===== src/rtl/i2cee_pkg.sv =====
// shared widths, codes and reset values for the i2c eeprom byte access master
`default_nettype none

package i2cee_pkg;

   localparam int unsigned REQ_DATA_W = 24;
   localparam int unsigned RSP_DATA_W = 16;
   localparam int unsigned CSR_INDEX_W = 3;
   localparam int unsigned CSR_DATA_W = 20;
   localparam int unsigned PHASE_LEN_W = 16;
   localparam int unsigned WAIT_LEN_W = 20;
   localparam int unsigned DEV_ADDR_W = 7;
   localparam int unsigned POLL_W = 8;
   localparam int unsigned BYTE_W = 8;

   typedef enum logic [1:0] {
      OP_TICK  = 2'd0,
      OP_READ  = 2'd1,
      OP_WRITE = 2'd2
   } opcode_type;

   typedef enum logic [CSR_INDEX_W-1:0] {
      CSR_BIT_PHASE_TICKS  = 3'd0,
      CSR_START_STOP_TICKS = 3'd1,
      CSR_DEVICE_ADDRESS   = 3'd2,
      CSR_ACK_POLL_LIMIT   = 3'd3,
      CSR_WRITE_WAIT_TICKS = 3'd4
   } csr_index_type;

   localparam logic [PHASE_LEN_W-1:0] BIT_PHASE_TICKS_RST = 16'd20;
   localparam logic [PHASE_LEN_W-1:0] START_STOP_TICKS_RST = 16'd50;
   localparam logic [DEV_ADDR_W-1:0] DEVICE_ADDRESS_RST = 7'd80;
   localparam logic [POLL_W-1:0] ACK_POLL_LIMIT_RST = 8'd250;
   localparam logic [WAIT_LEN_W-1:0] WRITE_WAIT_TICKS_RST = 20'd1000000;

endpackage

`default_nettype wire


===== src/rtl/i2c_eeprom_byte_access_master.sv =====
// top level: tick-driven i2c master for single-byte eeprom reads and writes
`default_nettype none

// Each request beat is one timing tick of the bus sequencer and yields exactly one
// response beat with the bus line levels and status for that tick. A beat can be
// taken every clock cycle: the tick's sequencer step is a single pass of logic
// between the state registers and the response register, and a new request is
// accepted while the previous response is being taken. Opcode read or write starts
// an access only while idle and takes effect on the same tick; commands given
// while busy act as plain ticks. An acknowledge timeout ends the access with a
// stop and sets ack_error. Configuration must be written while idle; not enforced.
module i2c_eeprom_byte_access_master (
   input  wire logic                               clock,
   input  wire logic                               reset,
   input  wire logic                               req_tvalid,
   output logic                                    req_tready,
   // opcode[1:0], mem_address[9:2], write_data[17:10], sda_in[18], zero fill
   input  wire logic [i2cee_pkg::REQ_DATA_W-1:0]   req_tdata,
   output logic                                    rsp_tvalid,
   input  wire logic                               rsp_tready,
   // scl[0], sda_out[1], sda_enable[2], busy_res[3], done_res[4],
   // read_data[12:5], ack_error[13], zero fill
   output logic [i2cee_pkg::RSP_DATA_W-1:0]        rsp_tdata,
   input  wire logic                               csr_we,
   input  wire logic [i2cee_pkg::CSR_INDEX_W-1:0]  csr_index,
   input  wire logic [i2cee_pkg::CSR_DATA_W-1:0]   csr_wdata
);
   import i2cee_pkg::*;

   typedef enum logic [3:0] {
      PH_IDLE, PH_ST_HI, PH_ST_LO, PH_TX_SETUP, PH_TX_HIGH, PH_TX_LOW,
      PH_ACK_SETUP, PH_ACK_HIGH, PH_ACK_POLL, PH_RX_LOW, PH_RX_HIGH,
      PH_NACK_LOW, PH_NACK_HIGH, PH_SP_LO, PH_SP_HI, PH_WAIT
   } phase_type;

   // configuration
   logic [PHASE_LEN_W-1:0] bit_ticks_ff, ss_ticks_ff;
   logic [DEV_ADDR_W-1:0]  dev_addr_ff;
   logic [POLL_W-1:0]      poll_limit_ff;
   logic [WAIT_LEN_W-1:0]  wait_ticks_ff;

   // sequencer state
   phase_type             phase_ff, phase_in;
   logic [WAIT_LEN_W-1:0] delay_ff, delay_in;
   logic [3:0]            bit_cnt_ff, bit_cnt_in;
   logic [BYTE_W-1:0]     shift_ff, shift_in;
   logic [POLL_W-1:0]     poll_ff, poll_in;
   logic                  is_write_ff, is_write_in;
   logic [BYTE_W-1:0]     addr_ff, addr_in;
   logic [BYTE_W-1:0]     data_ff, data_in;
   logic [BYTE_W-1:0]     rx_byte_ff, rx_byte_in;
   logic [1:0]            step_ff, step_in;
   logic                  error_ff, error_in;

   logic                  rsp_valid_ff;
   logic [RSP_DATA_W-1:0] rsp_data_ff, rsp_data_in;

   opcode_type            op;
   logic                  sda_in;
   logic                  start;
   phase_type             ph;
   logic [WAIT_LEN_W-1:0] dc, len, len_eff, dc_inc;
   logic                  over;
   logic                  scl, sdo, en, busy, done;
   logic                  accept;

   assign op = opcode_type'(req_tdata[1:0]);
   assign sda_in = req_tdata[18];
   assign req_tready = !rsp_valid_ff || rsp_tready;
   assign accept = req_tvalid && req_tready;
   assign rsp_tvalid = rsp_valid_ff;
   assign rsp_tdata = rsp_data_ff;

   always_comb begin
      start = (phase_ff == PH_IDLE) && (op == OP_READ || op == OP_WRITE);
      ph = start ? PH_ST_HI : phase_ff;
      dc = start ? '0 : delay_ff;
      is_write_in = start ? (op == OP_WRITE) : is_write_ff;
      addr_in = start ? req_tdata[9:2] : addr_ff;
      data_in = start ? req_tdata[17:10] : data_ff;
      error_in = start ? 1'b0 : error_ff;
      step_in = start ? 2'd0 : step_ff;
      busy = (ph != PH_IDLE);

      case (ph)
         PH_ST_HI, PH_ST_LO, PH_SP_LO, PH_SP_HI: len = {4'd0, ss_ticks_ff};
         PH_WAIT: len = wait_ticks_ff;
         default: len = {4'd0, bit_ticks_ff};
      endcase
      len_eff = (len == '0) ? WAIT_LEN_W'(1) : len;
      dc_inc = dc + WAIT_LEN_W'(1);
      over = (dc_inc >= len_eff);

      phase_in = ph;
      delay_in = dc;
      bit_cnt_in = bit_cnt_ff;
      shift_in = shift_ff;
      poll_in = poll_ff;
      rx_byte_in = rx_byte_ff;
      scl = 1'b1;
      sdo = 1'b1;
      en = 1'b0;

      unique case (ph)
         PH_IDLE: begin
         end
         PH_ST_HI: begin
            en = 1'b1;
            delay_in = over ? '0 : dc_inc;
            if (over) phase_in = PH_ST_LO;
         end
         PH_ST_LO: begin
            sdo = 1'b0;
            en = 1'b1;
            delay_in = over ? '0 : dc_inc;
            if (over) begin
               shift_in = {dev_addr_ff, (step_in == 2'd2)};
               bit_cnt_in = '0;
               phase_in = PH_TX_SETUP;
            end
         end
         PH_TX_SETUP, PH_TX_HIGH, PH_TX_LOW: begin
            scl = (ph == PH_TX_HIGH);
            sdo = shift_ff[BYTE_W-1];
            en = 1'b1;
            delay_in = over ? '0 : dc_inc;
            if (over) begin
               if (ph == PH_TX_SETUP) phase_in = PH_TX_HIGH;
               else if (ph == PH_TX_HIGH) phase_in = PH_TX_LOW;
               else begin
                  shift_in = {shift_ff[BYTE_W-2:0], 1'b0};
                  bit_cnt_in = bit_cnt_ff + 4'd1;
                  if (bit_cnt_in >= 4'd8) begin
                     poll_in = '0;
                     phase_in = PH_ACK_SETUP;
                  end else begin
                     phase_in = PH_TX_SETUP;
                  end
               end
            end
         end
         PH_ACK_SETUP: begin
            scl = 1'b0;
            delay_in = over ? '0 : dc_inc;
            if (over) phase_in = PH_ACK_HIGH;
         end
         PH_ACK_HIGH: begin
            delay_in = over ? '0 : dc_inc;
            if (over) phase_in = PH_ACK_POLL;
         end
         PH_ACK_POLL: begin
            delay_in = '0;
            if (!sda_in) begin
               if (step_in == 2'd0) begin
                  step_in = 2'd1;
                  shift_in = addr_in;
                  bit_cnt_in = '0;
                  phase_in = PH_TX_SETUP;
               end else if (is_write_in) begin
                  if (step_in == 2'd1) begin
                     step_in = 2'd2;
                     shift_in = data_in;
                     bit_cnt_in = '0;
                     phase_in = PH_TX_SETUP;
                  end else begin
                     phase_in = PH_SP_LO;
                  end
               end else if (step_in == 2'd1) begin
                  step_in = 2'd2;
                  phase_in = PH_ST_HI;
               end else begin
                  bit_cnt_in = '0;
                  shift_in = '0;
                  phase_in = PH_RX_LOW;
               end
            end else if (poll_ff >= poll_limit_ff) begin
               error_in = 1'b1;
               phase_in = PH_SP_LO;
            end else begin
               poll_in = poll_ff + POLL_W'(1);
            end
         end
         PH_RX_LOW: begin
            scl = 1'b0;
            delay_in = over ? '0 : dc_inc;
            if (over) phase_in = PH_RX_HIGH;
         end
         PH_RX_HIGH: begin
            if (dc == '0) shift_in = {shift_ff[BYTE_W-2:0], sda_in};
            delay_in = over ? '0 : dc_inc;
            if (over) begin
               bit_cnt_in = bit_cnt_ff + 4'd1;
               if (bit_cnt_in >= 4'd8) begin
                  rx_byte_in = shift_in;
                  phase_in = PH_NACK_LOW;
               end else begin
                  phase_in = PH_RX_LOW;
               end
            end
         end
         PH_NACK_LOW, PH_NACK_HIGH: begin
            scl = (ph == PH_NACK_HIGH);
            en = 1'b1;
            delay_in = over ? '0 : dc_inc;
            if (over) phase_in = (ph == PH_NACK_LOW) ? PH_NACK_HIGH : PH_SP_LO;
         end
         PH_SP_LO: begin
            scl = 1'b0;
            sdo = 1'b0;
            en = 1'b1;
            delay_in = over ? '0 : dc_inc;
            if (over) phase_in = PH_SP_HI;
         end
         PH_SP_HI: begin
            en = 1'b1;
            delay_in = over ? '0 : dc_inc;
            if (over) begin
               phase_in = (is_write_in && !error_in && wait_ticks_ff != '0) ?
                          PH_WAIT : PH_IDLE;
            end
         end
         PH_WAIT: begin
            delay_in = over ? '0 : dc_inc;
            if (over) phase_in = PH_IDLE;
         end
         default: begin
            phase_in = PH_IDLE;
            delay_in = '0;
         end
      endcase

      done = busy && (phase_in == PH_IDLE);
      if (!en) sdo = 1'b1;
      rsp_data_in = {2'b00, error_in, rx_byte_in, done, busy, en, sdo, scl};
   end

   always_ff @(posedge clock) begin
      if (reset) begin
         bit_ticks_ff <= BIT_PHASE_TICKS_RST;
         ss_ticks_ff <= START_STOP_TICKS_RST;
         dev_addr_ff <= DEVICE_ADDRESS_RST;
         poll_limit_ff <= ACK_POLL_LIMIT_RST;
         wait_ticks_ff <= WRITE_WAIT_TICKS_RST;
      end else if (csr_we) begin
         unique case (csr_index_type'(csr_index))
            CSR_BIT_PHASE_TICKS:  bit_ticks_ff <= csr_wdata[PHASE_LEN_W-1:0];
            CSR_START_STOP_TICKS: ss_ticks_ff <= csr_wdata[PHASE_LEN_W-1:0];
            CSR_DEVICE_ADDRESS:   dev_addr_ff <= csr_wdata[DEV_ADDR_W-1:0];
            CSR_ACK_POLL_LIMIT:   poll_limit_ff <= csr_wdata[POLL_W-1:0];
            CSR_WRITE_WAIT_TICKS: wait_ticks_ff <= csr_wdata[WAIT_LEN_W-1:0];
            default: begin
            end
         endcase
      end
   end

   always_ff @(posedge clock) begin
      if (reset) begin
         phase_ff <= PH_IDLE;
         delay_ff <= '0;
         bit_cnt_ff <= '0;
         shift_ff <= '0;
         poll_ff <= '0;
         is_write_ff <= 1'b0;
         addr_ff <= '0;
         data_ff <= '0;
         rx_byte_ff <= '0;
         step_ff <= '0;
         error_ff <= 1'b0;
         rsp_valid_ff <= 1'b0;
         rsp_data_ff <= '0;
      end else if (accept) begin
         phase_ff <= phase_in;
         delay_ff <= delay_in;
         bit_cnt_ff <= bit_cnt_in;
         shift_ff <= shift_in;
         poll_ff <= poll_in;
         is_write_ff <= is_write_in;
         addr_ff <= addr_in;
         data_ff <= data_in;
         rx_byte_ff <= rx_byte_in;
         step_ff <= step_in;
         error_ff <= error_in;
         rsp_valid_ff <= 1'b1;
         rsp_data_ff <= rsp_data_in;
      end else if (rsp_tready) begin
         rsp_valid_ff <= 1'b0;
      end
   end

endmodule

`default_nettype wire


===== config.mk =====
export PLATFORM = sky130hd
export DESIGN_NAME = i2c_eeprom_byte_access_master
export DESIGN_NICKNAME = d
export VERILOG_FILES = /design/src/rtl/i2cee_pkg.sv /design/src/rtl/i2c_eeprom_byte_access_master.sv
export SDC_FILE = /design/constraint.sdc
export NUM_CORES = 1
export LEC_CHECK = 0
export CAP_MARGIN = 5
export CORE_AREA = 5 5 124 126
export DETAILED_ROUTE_END_ITERATION = 16
export DIE_AREA = 0 0 129 131
export DONT_BUFFER_PORTS = 1
export GPL_TIMING_DRIVEN = 0
export PLACE_DENSITY_LB_ADDON = 0.2
export SLEW_MARGIN = 0
export SYNTH_ARGS = -nofsm -noshare
export SYNTH_HDL_FRONTEND = slang
export SYNTH_SLANG_ARGS = --single-unit

===== constraint.sdc =====
create_clock -name clock -period 4.9 [get_ports clock]
set_clock_uncertainty 0.1 [all_clocks]
set_input_delay 0.245 -clock clock [delete_from_list [all_inputs] [get_ports clock]]
set_output_delay 0.245 -clock clock [all_outputs]
set_load 0.05 [all_outputs]

==> run summary <==
The endpoint identified for the worst register-to-register timing path is poll_ff[7]$_SDFFE_PP0P_. The smallest clock period supported by the final layout is computed as 4.83 ns. The total inserted antenna cells is 0, and the power density of the placed cells is 329 mW/mm2. The tools report the sum of routed wire length over all layers as 25,000 um. After floorplanning, the core was divided into 44 placement rows.

Walking the worst path, the cells encountered are buf_8, nor2_4, o21a_1, a221oi_4, buf_6, clkbuf_16, a22o_1, a21oi_4, nand4_1, or4_1, nand3_1, ha_1, nand2b_4, a31oi_4, o311a_4, o211ai_4, a31oi_4, or3_4, buf_8, or4_4, a21oi_2. The hold path startpoint was req_tdata[1]. For this design the static power due to leakage is 3.76 nW. Grouping stages by cell kind, the critical path spends the most delay in simple AND/OR/NAND/NOR gates.

Dividing the detail-routed wire length by the instance count gives 18.6 um. The number of different library cells used by synthesis comes to 75. The die outline height was 131 um; the sequential area share after synthesis was 36.1%.

Input and output buffers added on the ports amount to 0. Summing over every cut layer, the via total after detailed routing is 8,313. The run gives 70 as the number of top-level pins. The master cell of the clock root buffer is clkbuf_16. After synthesis, the mean cell area works out to 7.59 um2. The detail route stage leaves a number of antenna-violating nets equal to 0. The number of cells on the worst reg-to-reg path is 21. The share of the synthesized area in the top cell type was 36.1%. For the Yosys warning count, the log shows 0. For this configuration, the core starts out at a cell density of 56.6%. The run gives 28.9% as the aggregate global-route resource usage.

The clock reaches the later pin of the worst-skew pair after 0.43 ns. By area the synthesized netlist is led by dfxtp_1 (36%), nand2_1 (11%), a21oi_1 (7.8%). The number of antenna violations at the first check in global routing came out at 0. For the worst-case clock buffer depth, the log shows 2. The logs give 30.1% for the worst slew slack as a fraction of its limit and 0.0169 mm2 for the total die area. For this run, the post-layout net count is 1,238. Synthesis produced 1,059 cells.

For this run, the share of the core covered by cells in the final layout is 70.2%. CTS saw 145 sinks. Of all flip-flops after synthesis, the portion carrying an async set or reset was 0%.

In the routed design, unresolved DRC markers number 0. The total CTS buffers came out at 17. Along the worst path, the maximum fanout reaches 7.

The number of failing setup endpoints in the final timing report was 0. The post-synthesis instance area is 0.00804 mm2. The largest stage delay on the critical path came out at 0.49 ns.

The number of enable-type register cells in the synthesized netlist works out to 0. Clock-pin slew was measured on the worst setup and hold paths at 0.06 ns. The launching point of the worst reg2reg path was phase_ff[1]$_SDFFE_PP0P_.

The cell depth of the worst min-delay path was 3. The HPWL after detailed placement is 17,000 um. The setup slack on the worst flop-to-flop path was 0.07 ns; the number of search-and-repair iterations in the first detailed-routing pass was 7. In the finished design, the share of the clock period the worst path needs comes to 98.6%. In this run, synthesis produced a sequential element count of 145.

In this run the worst hold path is classified as in -> reg. The tools report the final hold violation count as 0. Measured along the x axis, the die boundary spans 129 um. The fraction of layout instances using a drive strength above 1 was 12.3%.

The run finished with clean final reports. In this run, the number of DRC markers left after iteration 0 of detailed routing was 671. The maximum number of pins on one net before global-route repair is 20, and the core footprint is 0.0142 mm2. The area overhead of the layout relative to synthesis came out at 24.0%.

Residual overflow from global routing: 0. TritonCTS built the clock tree. Critical path class: reg -> reg. The top cell type by total area after synthesis was dfxtp_1. The tools report the peak clock frequency supported by timing as 0.207 GHz.

The critical path data required time came out at 5.15 ns. The largest individual stage delay along the critical path comes from the cell or4_1. The number of max-cap violations is 0. Counting both buffers and inverters, the worst setup path holds a total of 4.

Critical path arrival: 5.08 ns. Hold is met by 0.0634 ns. At the pin with the least slew margin, the transition time is 1.04 ns. Dividing the detail-routed via count by the number of cells gives 6.18. The number of global-route vias before repair is 7,735, and the wire length of the first global-routing pass is 38,700 um. STA classifies the critical path endpoint as a flop.

The hold-critical path endpoint is is_write_ff$_SDFFE_PP0P_. The H-tree was split into 4 levels. The final number of max-transition violations was 0; the worst vdd rail ir drop was 260 uV. The placer's final routability congestion estimate came out at 0.965. The most used flip-flop cell after synthesis is dfxtp_1. The tools report the kind of start point of the critical path as a flop.
==> cell type report <==
class	count	area, um2
buffer	67	353
clock buffer	18	439
clock inverter	14	179
fill	1166	4240
inverter	23	86.3
multi-input combinational	823	5100
sequential	145	2920
tap	184	230
timing repair buffer	72	667
==> layer usage <==
layer / track usage [%] / up-vias / wire, um
met1: 38.0 / 3833 / 10500
met2: 46.3 / 410 / 11400
li1: - / 3981 / -
met4: 11.5 / 0 / 906
met5: 0 / - / 0
met3: 6.42 / 89 / 2220
==> per-stage QoR <==
step                      setup TNS (ns)  total power, mW  std cells  instance area (um2)  setup slack [ns]
after detailed placement          -49.46             1.76       1244                 8290             -1.22
after global placement            -46.52             1.75       1244                 8290             -1.16
after CTS                              0             3.17       1325                 9510           0.00234
after floorplan                        0             1.62       1060                 8060            0.0646
final                                  0             3.28       1346                 9970            0.0690
after global routing              -0.293             3.38       1346                 9970            -0.106
==> state kept, by name, summed over array words and instances, names as in the netlist <==
signal and cells:
phase_ff 4, shift_ff 8, rx_byte_ff 7, dev_addr_ff 7, rsp_tdata 6, ss_ticks_ff 16, bit_ticks_ff 16, data_ff 8
error_ff 1, addr_ff 8, poll_ff 8, wait_ticks_ff 20, delay_ff 20, is_write_ff 1, bit_cnt_ff 4, step_ff 2
rsp_tvalid 1, poll_limit_ff 8
==> cells by family after synthesis <==
kind of cell	count (synthesis)	share of synthesized area [%]
other	1	0.0467
buffers and inverters	92	4.64
xor gates and xnor gates	24	2.71
muxes	17	2.12
DFF	145	36.1
and+or+nand+nor	462	25.6
adders and majority gates	37	5.76
AOI/OAI and AO/OA	281	23.0
==> placed cells by master (no fill, tap or decap), types with 5 or more instances in the layout <==
cell / synthesis / final
buf_4: 3 / 32
inv_1: 21 / 21
clkbuf_2: 0 / 5
dfxtp_1: 145 / 141
or4_1: 7 / 5
ha_1: 37 / 36
a21oi_2: 0 / 8
nor4_4: 0 / 5
o211ai_1: 11 / 11
clkbuf_1: 53 / 42
nor3_1: 25 / 24
o21a_1: 5 / 5
a22oi_1: 25 / 24
nand2_1: 240 / 239
clkbuf_16: 0 / 18
nor2b_1: 5 / 5
o21ai_0: 22 / 21
nand4_1: 15 / 15
and3_1: 6 / 6
nand3_1: 39 / 39
a21oi_4: 0 / 6
xnor2_1: 11 / 11
a22o_1: 17 / 16
nor2_1: 84 / 79
buf_8: 0 / 5
a211oi_1: 13 / 12
mux2i_1: 17 / 17
a221oi_1: 9 / 9
o221ai_1: 13 / 13
xor2_1: 12 / 12
a21oi_1: 125 / 111
nor4_1: 16 / 12
dlygate4sd3_1: 0 / 42
==> repair_timing <==
action                                  4_1_cts  5_1_grt
resized for setup                            29       74
endpoints found under the setup margin       53       43
setup buffers                                 9       20
hold buffers                                 42        0
gates cloned                                  0        1
pin swaps                                     5       23
hold endpoints to repair                     84        0
==> power by group <==
group          internal (mW)  switching, mW
clock                  0.822          0.540
sequential              1.21         0.0484
combinational          0.248          0.401
total                   2.29          0.990
==> worst max-delay path by stage <==
stage,to,slack [ns],start,cells after the start
final,poll_ff[7]$_SDFFE_PP0P_,0.07,phase_ff[1]$_SDFFE_PP0P_,21
after global routing,rsp_tdata[4]$_SDFFE_PP0P_,-0.11,phase_ff[3]$_SDFFE_PP0P_,22
after CTS,poll_ff[7]$_SDFFE_PP0P_,0.002,phase_ff[1]$_SDFFE_PP0P_,21
after detailed placement,delay_ff[15]$_SDFFE_PP0P_,-1.22,req_tdata[0],21
after global placement,delay_ff[15]$_SDFFE_PP0P_,-1.16,req_tdata[0],21
after floorplan,poll_ff[5]$_SDFFE_PP0P_,0.06,req_tdata[0],24
==> cell usage after synthesis, types with 2 or more instances <==
master	number
o21ai_1	2
and3_1	6
nor2_1	84
nand4_1	15
o22ai_1	2
and4_1	2
ha_1	37
o221ai_1	13
o211ai_1	11
clkbuf_1	53
or4_1	7
o31ai_1	4
a31oi_1	3
dfxtp_1	145
a21oi_1	125
nand2_1	240
a221oi_1	9
a21o_1	4
mux2i_1	17
nor4_1	16
o21ai_0	22
or3_1	4
a211o_1	3
nor2b_1	5
nand3_1	39
nand2b_1	5
a22oi_1	25
a211oi_1	13
xor2_1	12
buf_4	3
and2_1	3
inv_1	21
nor3_1	25
xnor2_1	11
buf_1	5
a22o_1	17
o21a_1	5
buf_2	7
o311a_1	2
o211a_1	2
==> worst min-delay path, delay by kind of cell <==
kind	cells	cell delay [ns]
fa+ha+maj	1	0.18
simple gates	1	0.06
compound gates	1	0.05
Power figures use the tool's default switching activity.
